`config.mk`:
```
export PLATFORM = sky130hd
export DESIGN_NAME = multichannel_arrival_time_capture
export DESIGN_NICKNAME = d
export VERILOG_FILES = /design/src/sv/matc_pkg.sv /design/src/sv/multichannel_arrival_time_capture.sv
export SDC_FILE = /design/constraint.sdc
export NUM_CORES = 1
export LEC_CHECK = 0
export BUFFER_PORTS_ARGS = -buffer_cell sky130_fd_sc_hd__buf_2
export CORE_MARGIN = 2
export CORE_UTILIZATION = 50
export DETAILED_ROUTE_END_ITERATION = 7
export GPL_TIMING_DRIVEN = 1
export MAX_ROUTING_LAYER = met4
export PLACE_DENSITY = 0.66
export SETUP_SLACK_MARGIN = 0.15
export SYNTH_ARGS = -nofsm -noshare
export SYNTH_HDL_FRONTEND = slang
export SYNTH_SLANG_ARGS = --single-unit
```
`constraint.sdc`:
```
create_clock -name clk -period 21.7 [get_ports clk]
set_clock_uncertainty 0.05 [all_clocks]
set_input_delay 4.34 -clock clk [delete_from_list [all_inputs] [get_ports clk]]
set_output_delay 4.34 -clock clk [all_outputs]
set_load 0.1 [all_outputs]
```
`src/sv/matc_pkg.sv`:
```
// Shared constants, action codes and result descriptor for the arrival-time capture block.
// No dependencies.
package matc_pkg;

  localparam int NUM_CH = 6;
  localparam int CH_W   = (NUM_CH > 1) ? $clog2(NUM_CH) : 1;
  localparam int CNT_W  = $clog2(NUM_CH + 1);

  localparam logic [2:0] ACT_TICK    = 3'd0;
  localparam logic [2:0] ACT_TRIGGER = 3'd1;
  localparam logic [2:0] ACT_DONE    = 3'd2;
  localparam logic [2:0] ACT_RESET   = 3'd3;
  localparam logic [2:0] ACT_CAPTURE = 3'd4;
  localparam logic [2:0] ACT_WRAP    = 3'd5;

  localparam logic [1:0] REG_ARM_DELAY = 2'd0;
  localparam logic [1:0] REG_TIMEOUT   = 2'd1;
  localparam logic [1:0] REG_MAX_SUCC  = 2'd2;

  localparam logic [15:0] ARM_DELAY_RST = 16'd2000;
  localparam logic [15:0] TIMEOUT_RST   = 16'd50;
  localparam logic [7:0]  MAX_SUCC_RST  = 8'd3;
  localparam logic [7:0]  SUCC_SAT      = 8'd255;

  typedef struct packed {
    logic       emit;
    logic       ready_line;
    logic [1:0] fsm_state;
    logic [7:0] success_total;
    logic       timer_clear;
  } res_t;

endpackage

```
`src/sv/multichannel_arrival_time_capture.sv`:
```
// A transaction's result is registered in the output register, or in the skid while that register is busy.
// Throughput: one input transaction per cycle while in_stall is low; a poll that completes a set yields
// one record per channel, one per cycle while out_stall is low, and holds off input until its last record goes.
// A two-entry output queue (output register plus skid) parts input from output stall.
// Reset (rst_n low, synchronous) restores register defaults and clears all control state.
// Top level of the arrival-time capture block; depends on matc_pkg.
module multichannel_arrival_time_capture (
  input  logic        clk,
  input  logic        rst_n,
  input  logic        psel,
  input  logic        penable,
  input  logic        pwrite,
  input  logic [3:0]  paddr,
  input  logic [31:0] pwdata,
  output logic [31:0] prdata,
  output logic        pready,
  input  logic        in_valid,
  output logic        in_stall,
  input  logic [2:0]  in_action,
  input  logic [2:0]  in_channel,
  input  logic [31:0] in_capture_value,
  input  logic        in_wrap_pending,
  input  logic        in_trigger_level,
  output logic        out_valid,
  input  logic        out_stall,
  output logic        out_record_valid,
  output logic [2:0]  out_record_channel,
  output logic [31:0] out_overflow_word,
  output logic [31:0] out_tick_word,
  output logic        out_last,
  output logic        out_ready_line,
  output logic [1:0]  out_fsm_state,
  output logic [7:0]  out_success_total,
  output logic        out_timer_clear
);
  import matc_pkg::*;

  typedef enum logic [1:0] {
    MODE_IDLE  = 2'd0,
    MODE_ARM   = 2'd1,
    MODE_CAP   = 2'd2,
    MODE_READY = 2'd3
  } mode_t;

  logic [15:0] arm_delay_r, timeout_r;
  logic [7:0]  max_succ_r;

  mode_t            mode_r, mode_nxt;
  logic             trig_seen_r, trig_seen_nxt;
  logic             done_seen_r, done_seen_nxt;
  logic             rst_seen_r, rst_seen_nxt;
  logic [31:0]      ms_now_r, ms_now_nxt;
  logic [31:0]      delay_start_r, delay_start_nxt;
  logic             delay_run_r, delay_run_nxt;
  logic [31:0]      first_time_r, first_time_nxt;
  logic [CNT_W-1:0] total_r, total_nxt;
  logic [NUM_CH-1:0] mask_r, mask_nxt;
  logic [31:0]      wrap_cnt_r, wrap_cnt_nxt;
  logic [7:0]       reads_r, reads_nxt;
  logic             ready_line_r, ready_line_nxt;
  logic [31:0]      stamp_hi_r [NUM_CH];
  logic [31:0]      stamp_lo_r [NUM_CH];

  logic             out_valid_r, sk_valid_r;
  res_t             out_d_r, sk_d_r, res_new;
  logic [CH_W-1:0]  idx_r;

  logic             cfg_wr, in_acc, out_take, out_last_c, out_fin, out_free;
  logic             cap_ok, emit_c, clr_c;
  logic [CH_W-1:0]  ch_idx;
  logic [31:0]      ms_inc;
  logic [7:0]       reads_inc;

  assign pready = 1'b1;
  assign cfg_wr = psel && penable && pwrite && pready;

  always_comb begin
    case (paddr[3:2])
      REG_ARM_DELAY: prdata = {16'd0, arm_delay_r};
      REG_TIMEOUT:   prdata = {16'd0, timeout_r};
      REG_MAX_SUCC:  prdata = {24'd0, max_succ_r};
      default:       prdata = 32'd0;
    endcase
  end

  always_ff @(posedge clk) begin
    if (!rst_n) begin
      arm_delay_r <= ARM_DELAY_RST;
      timeout_r   <= TIMEOUT_RST;
      max_succ_r  <= MAX_SUCC_RST;
    end else if (cfg_wr) begin
      case (paddr[3:2])
        REG_ARM_DELAY: arm_delay_r <= pwdata[15:0];
        REG_TIMEOUT:   timeout_r   <= pwdata[15:0];
        REG_MAX_SUCC:  max_succ_r  <= pwdata[7:0];
        default: ;
      endcase
    end
  end

  assign out_last_c = !out_d_r.emit || (idx_r == CH_W'(NUM_CH - 1));
  assign out_take   = out_valid_r && !out_stall;
  assign out_fin    = out_take && out_last_c;
  assign out_free   = !out_valid_r || out_fin;
  assign in_stall   = sk_valid_r || (out_valid_r && out_d_r.emit && !out_fin);
  assign in_acc     = in_valid && !in_stall;

  assign ch_idx    = CH_W'(in_channel);
  assign cap_ok    = (mode_r == MODE_CAP) && (32'(in_channel) < 32'(NUM_CH)) && !mask_r[ch_idx];
  assign ms_inc    = ms_now_r + 32'd1;
  assign reads_inc = reads_r + ((reads_r != SUCC_SAT) ? 8'd1 : 8'd0);

  always_comb begin
    mode_nxt        = mode_r;
    trig_seen_nxt   = trig_seen_r;
    done_seen_nxt   = done_seen_r;
    rst_seen_nxt    = rst_seen_r;
    ms_now_nxt      = ms_now_r;
    delay_start_nxt = delay_start_r;
    delay_run_nxt   = delay_run_r;
    first_time_nxt  = first_time_r;
    total_nxt       = total_r;
    mask_nxt        = mask_r;
    wrap_cnt_nxt    = wrap_cnt_r;
    reads_nxt       = reads_r;
    ready_line_nxt  = ready_line_r;
    emit_c          = 1'b0;
    clr_c           = 1'b0;
    case (in_action)
      ACT_TICK: begin
        ms_now_nxt = ms_inc;
        if (rst_seen_r) begin
          mask_nxt       = '0;
          total_nxt      = '0;
          first_time_nxt = 32'd0;
          reads_nxt      = 8'd0;
          wrap_cnt_nxt   = 32'd0;
          ready_line_nxt = 1'b0;
          delay_run_nxt  = 1'b0;
          mode_nxt       = MODE_IDLE;
          trig_seen_nxt  = 1'b0;
          done_seen_nxt  = 1'b0;
          rst_seen_nxt   = 1'b0;
          clr_c          = 1'b1;
        end else begin
          if (done_seen_r) begin
            done_seen_nxt = 1'b0;
            if (mode_r == MODE_READY) begin
              ready_line_nxt = 1'b0;
              reads_nxt      = reads_inc;
              mask_nxt       = '0;
              total_nxt      = '0;
              first_time_nxt = 32'd0;
              mode_nxt       = (reads_inc >= max_succ_r) ? MODE_IDLE : MODE_CAP;
            end
          end
          case (mode_nxt)
            MODE_IDLE: begin
              if (trig_seen_r) begin
                trig_seen_nxt   = 1'b0;
                delay_start_nxt = ms_inc;
                delay_run_nxt   = 1'b1;
                mode_nxt        = MODE_ARM;
              end
            end
            MODE_ARM: begin
              if (!in_trigger_level) begin
                delay_run_nxt = 1'b0;
                mode_nxt      = MODE_IDLE;
              end else if (delay_run_r &&
                           (ms_inc - delay_start_r) >= {16'd0, arm_delay_r}) begin
                delay_run_nxt  = 1'b0;
                mask_nxt       = '0;
                total_nxt      = '0;
                first_time_nxt = 32'd0;
                mode_nxt       = MODE_CAP;
              end
            end
            MODE_CAP: begin
              if (!in_trigger_level) begin
                mask_nxt       = '0;
                total_nxt      = '0;
                first_time_nxt = 32'd0;
                mode_nxt       = MODE_IDLE;
              end else if (total_nxt == CNT_W'(NUM_CH)) begin
                ready_line_nxt = 1'b1;
                mode_nxt       = MODE_READY;
                emit_c         = 1'b1;
              end else if ((total_nxt != '0) &&
                           (ms_inc - first_time_nxt) >= {16'd0, timeout_r}) begin
                mask_nxt       = '0;
                total_nxt      = '0;
                first_time_nxt = 32'd0;
              end
            end
            default: ;
          endcase
        end
      end
      ACT_TRIGGER: trig_seen_nxt = 1'b1;
      ACT_DONE:    done_seen_nxt = 1'b1;
      ACT_RESET:   rst_seen_nxt  = 1'b1;
      ACT_CAPTURE: begin
        if (cap_ok) begin
          if (total_r == '0) begin
            first_time_nxt = ms_now_r;
          end
          mask_nxt[ch_idx] = 1'b1;
          total_nxt        = total_r + CNT_W'(1);
        end
      end
      ACT_WRAP:    wrap_cnt_nxt = wrap_cnt_r + 32'd1;
      default: ;
    endcase
  end

  always_comb begin
    res_new.emit          = emit_c;
    res_new.ready_line    = ready_line_nxt;
    res_new.fsm_state     = mode_nxt;
    res_new.success_total = reads_nxt;
    res_new.timer_clear   = clr_c;
  end

  always_ff @(posedge clk) begin
    if (!rst_n) begin
      mode_r        <= MODE_IDLE;
      trig_seen_r   <= 1'b0;
      done_seen_r   <= 1'b0;
      rst_seen_r    <= 1'b0;
      ms_now_r      <= 32'd0;
      delay_start_r <= 32'd0;
      delay_run_r   <= 1'b0;
      first_time_r  <= 32'd0;
      total_r       <= '0;
      mask_r        <= '0;
      wrap_cnt_r    <= 32'd0;
      reads_r       <= 8'd0;
      ready_line_r  <= 1'b0;
    end else if (in_acc) begin
      mode_r        <= mode_nxt;
      trig_seen_r   <= trig_seen_nxt;
      done_seen_r   <= done_seen_nxt;
      rst_seen_r    <= rst_seen_nxt;
      ms_now_r      <= ms_now_nxt;
      delay_start_r <= delay_start_nxt;
      delay_run_r   <= delay_run_nxt;
      first_time_r  <= first_time_nxt;
      total_r       <= total_nxt;
      mask_r        <= mask_nxt;
      wrap_cnt_r    <= wrap_cnt_nxt;
      reads_r       <= reads_nxt;
      ready_line_r  <= ready_line_nxt;
    end
  end

  always_ff @(posedge clk) begin
    if (in_acc && (in_action == ACT_CAPTURE) && cap_ok) begin
      stamp_hi_r[ch_idx] <= wrap_cnt_r + 32'(in_wrap_pending);
      stamp_lo_r[ch_idx] <= in_capture_value;
    end
  end

  always_ff @(posedge clk) begin
    if (!rst_n) begin
      out_valid_r <= 1'b0;
      sk_valid_r  <= 1'b0;
      idx_r       <= '0;
    end else if (out_free) begin
      idx_r <= '0;
      if (sk_valid_r) begin
        out_valid_r <= 1'b1;
        sk_valid_r  <= 1'b0;
      end else begin
        out_valid_r <= in_acc;
      end
    end else begin
      if (out_take) begin
        idx_r <= idx_r + CH_W'(1);
      end
      if (in_acc) begin
        sk_valid_r <= 1'b1;
      end
    end
  end

  always_ff @(posedge clk) begin
    if (out_free) begin
      out_d_r <= sk_valid_r ? sk_d_r : res_new;
    end else if (in_acc) begin
      sk_d_r <= res_new;
    end
  end

  assign out_valid          = out_valid_r;
  assign out_record_valid   = out_d_r.emit;
  assign out_record_channel = out_d_r.emit ? 3'(idx_r) : 3'd0;
  assign out_overflow_word  = out_d_r.emit ? stamp_hi_r[idx_r] : 32'd0;
  assign out_tick_word      = out_d_r.emit ? stamp_lo_r[idx_r] : 32'd0;
  assign out_last           = out_last_c;
  assign out_ready_line     = out_d_r.ready_line;
  assign out_fsm_state      = out_d_r.fsm_state;
  assign out_success_total  = out_d_r.success_total;
  assign out_timer_clear    = out_d_r.timer_clear;

endmodule

```
==> run metrics <==
status=completed; Synth area leader=edfxtp_1; YS warnings=0; fin crit period=10450 ps; final hold vios=0; Die H=257 um; main area contributors after synthesis=edfxtp_1, dfxtp_1, mux4_2, ha_1, nand2_1; GR Util All Layers=0.244; Achievable Freq=95.7 MHz; Slew @ Worst Pin=1370 ps; Synth Area per Inst=11.0 um2; CTS Buffer Depth=3; PD cells=73.0 nW/um2; Synth cell types=97; Design Area, Final=35500 um2; worst vdd ir=52.0 uV; FP Rows=92; Max stage delay on crit path=610 ps; pin count of the biggest net entering global routing=92; final setup fails=0; num ports=199; worst path bufs/invs=2; total routed wirelength=78600 um; drt pass-1 iters=5; area delta synth->final=11.1%; Lkg Pwr=13.2 nW; setup TNS=0 ps; commonest non-fill, non-tap cell in the layout=edfxtp_1; most used cell, CP=buf_2; Final Net Count=3165; Crit. End Element=output pin; CP max-delay cell=nor2b_1; cell family with most CP delay=buffers and inverters; H-tree depth=3; first-pass GRT wire length=125000 um; critical path arrival=6060 ps; crit share post-route=0.482; vias per inst=5.87; top_reg_cell synth=edfxtp_1; clock buffer count from CTS=66; CTS tree=done; Critical Path Start Type=input pin; P_sw=0.642 mW; Synth async-reset ratio=0; vias in the first global route=22500; Final Max Slew Viols=0; postcts setup bufs=0; sequential-to-total area share from yosys stat=0.511; Comb pwr share=0.083; Clock Power Share=0.434; post-CTS sizing=0; Die Width=257 um; Reg clk slew, reported paths=60 ps; global route overflow=0; antenna violations before repair=3; 1st-iter DRT viols=1811; antenna viol nets, final=0; Seq pwr share=0.482; RePlAce Congestion=0.895; CP required=17310 ps; Cells after Synth=2891; RSZ-0062 raised after global routing=false; crit-path max FO=21; FF+latch count, synth=610; HPWL after DPL=52700 um; cells along the critical path=buf_2 -> nor2b_1 -> nand2_1 -> o21ai_0 -> buf_2; Int Pwr=1.95 mW; hold-fix buffers at CTS=0; most frequent cells in the layout=edfxtp_1, nand2_1, nor2_1, dfxtp_1, a21oi_1; DR DRC count=0; Crit Path Class=in -> out; CTS Sinks=610; layout cells sized above 1=0.147; Root Driver=clkbuf_16; clk_lat worst skew=610 ps; max_cap viols=0; core footprint=63100 um2; HP Class=reg -> reg; area fraction of the dominant cell type after synthesis=0.385; die area=65900 um2; I/O Buffers=163; FILL cells=5376; Starting Density=0.506; WL/cell=20.3 um; vias=22700; EDFF count, synth=410; relative slew slack=0.0829; Netlist Area Pre-Place=31900 um2; placed cell area=33300 um2; switch share=0.248
## synth_stat cells (9+ instances only)
master / number
nand2b_1: 23
buf_2: 14
or3_1: 35
edfxtp_1: 410
nor4_1: 17
and2_1: 28
a211oi_1: 52
buf_4: 20
nor3_1: 48
dfxtp_1: 200
nand3_1: 50
and3_1: 27
mux2_2: 12
a2111oi_0: 9
a21oi_1: 172
clkbuf_1: 141
nor2b_1: 14
and4_1: 17
o21a_1: 14
ha_1: 112
mux2i_1: 99
a311oi_2: 28
a31oi_1: 19
xnor2_1: 92
o22ai_1: 9
nor2_1: 200
o211ai_1: 24
inv_1: 118
a21o_1: 37
o21ai_0: 89
o211a_1: 69
nand4_1: 36
xor2_1: 75
mux4_2: 64
buf_1: 16
nand2_1: 344
## power groups by stage
stage          logic [mW]  clock network, mW  registers [mW]
2_1_floorplan       0.146                  0            1.30
6_report            0.216               1.13            1.25
5_1_grt             0.228               1.19            1.25
4_1_cts             0.216               1.15            1.25
3_3_place_gp        0.212                  0            1.27
3_5_place_dp        0.215                  0            1.27
## stage by stage
| step | std cells | hold slack [ps] | power (mW) | setup slack, ps | util |
|---|---|---|---|---|---|
| 2_1_floorplan | 2906 | 393 | 1.44 | 9420 | - |
| 3_3_place_gp | 3746 | 402 | 1.49 | 11260 | 0.528 |
| 3_5_place_dp | 3746 | 410 | 1.49 | 11300 | 0.528 |
| 4_1_cts | 3866 | 422 | 2.61 | 11270 | 0.562 |
| 5_1_grt | 3868 | 433 | 2.67 | 11140 | 0.562 |
| 6_report | 3870 | 419 | 2.59 | 11250 | 0.562 |
## worst min-delay path, cell delays in order (launching register included)
cell	delay [ps]
dfxtp_1	290
inv_1	70
a211oi_1	60
## sequential cells by signal (all words and copies together), names as in the netlist, 16 cells and up, named ones only
name / cells
arm_delay_r: 16
delay_start_r: 32
first_time_r: 32
ms_now_r: 32
stamp_hi_r: 192
stamp_lo_r: 192
timeout_r: 16
wrap_cnt_r: 32
## path summary, 6_finish.rpt
kind,from,to,slack [ps],cells past startpoint
setup / recovery,paddr[2],prdata[7],11250,5
hold / removal,delay_start_r[25],delay_start_r[25],420,2
setup reg to reg,ms_now_r[0],first_time_r[31],13300,28
hold reg to reg,delay_start_r[25],delay_start_r[25],420,2
## cell families after synthesis
kind of cell,count (synthesis),synth area share
AND/OR/NAND/NOR,875,0.129
AO/OA/AOI/OAI,623,0.142
flip-flops,610,0.511
buffers and inverters,315,0.0409
multiplexers,175,0.0804
XOR/XNOR,173,0.0498
adder cells (fa/ha/maj),118,0.0465
other,2,0.000235
## routing by layer
layer  vias to the layer above  share of wire  track usage
met5                         -              0            -
met4                         0          0.028       0.0780
met3                       120          0.058       0.0370
met2                       624           0.48        0.394
met1                     11100           0.43        0.318
li1                      10800              -            -
## area by class of cell
cell class | instances | area, um2 | share of cell area
timing repair buffer | 189 | 1010 | 0.0285
sequential | 610 | 16300 | 0.460
tap | 846 | 1060 | 0.0298
multi-input combinational | 1981 | 14400 | 0.407
inverter | 120 | 453 | 0.0128
antenna | 4 | 10.0 | 0.000282
clock buffer | 89 | 1790 | 0.0504
clock inverter | 31 | 397 | 0.0112
No activity file was read; power rests on OpenSTA's default activity.
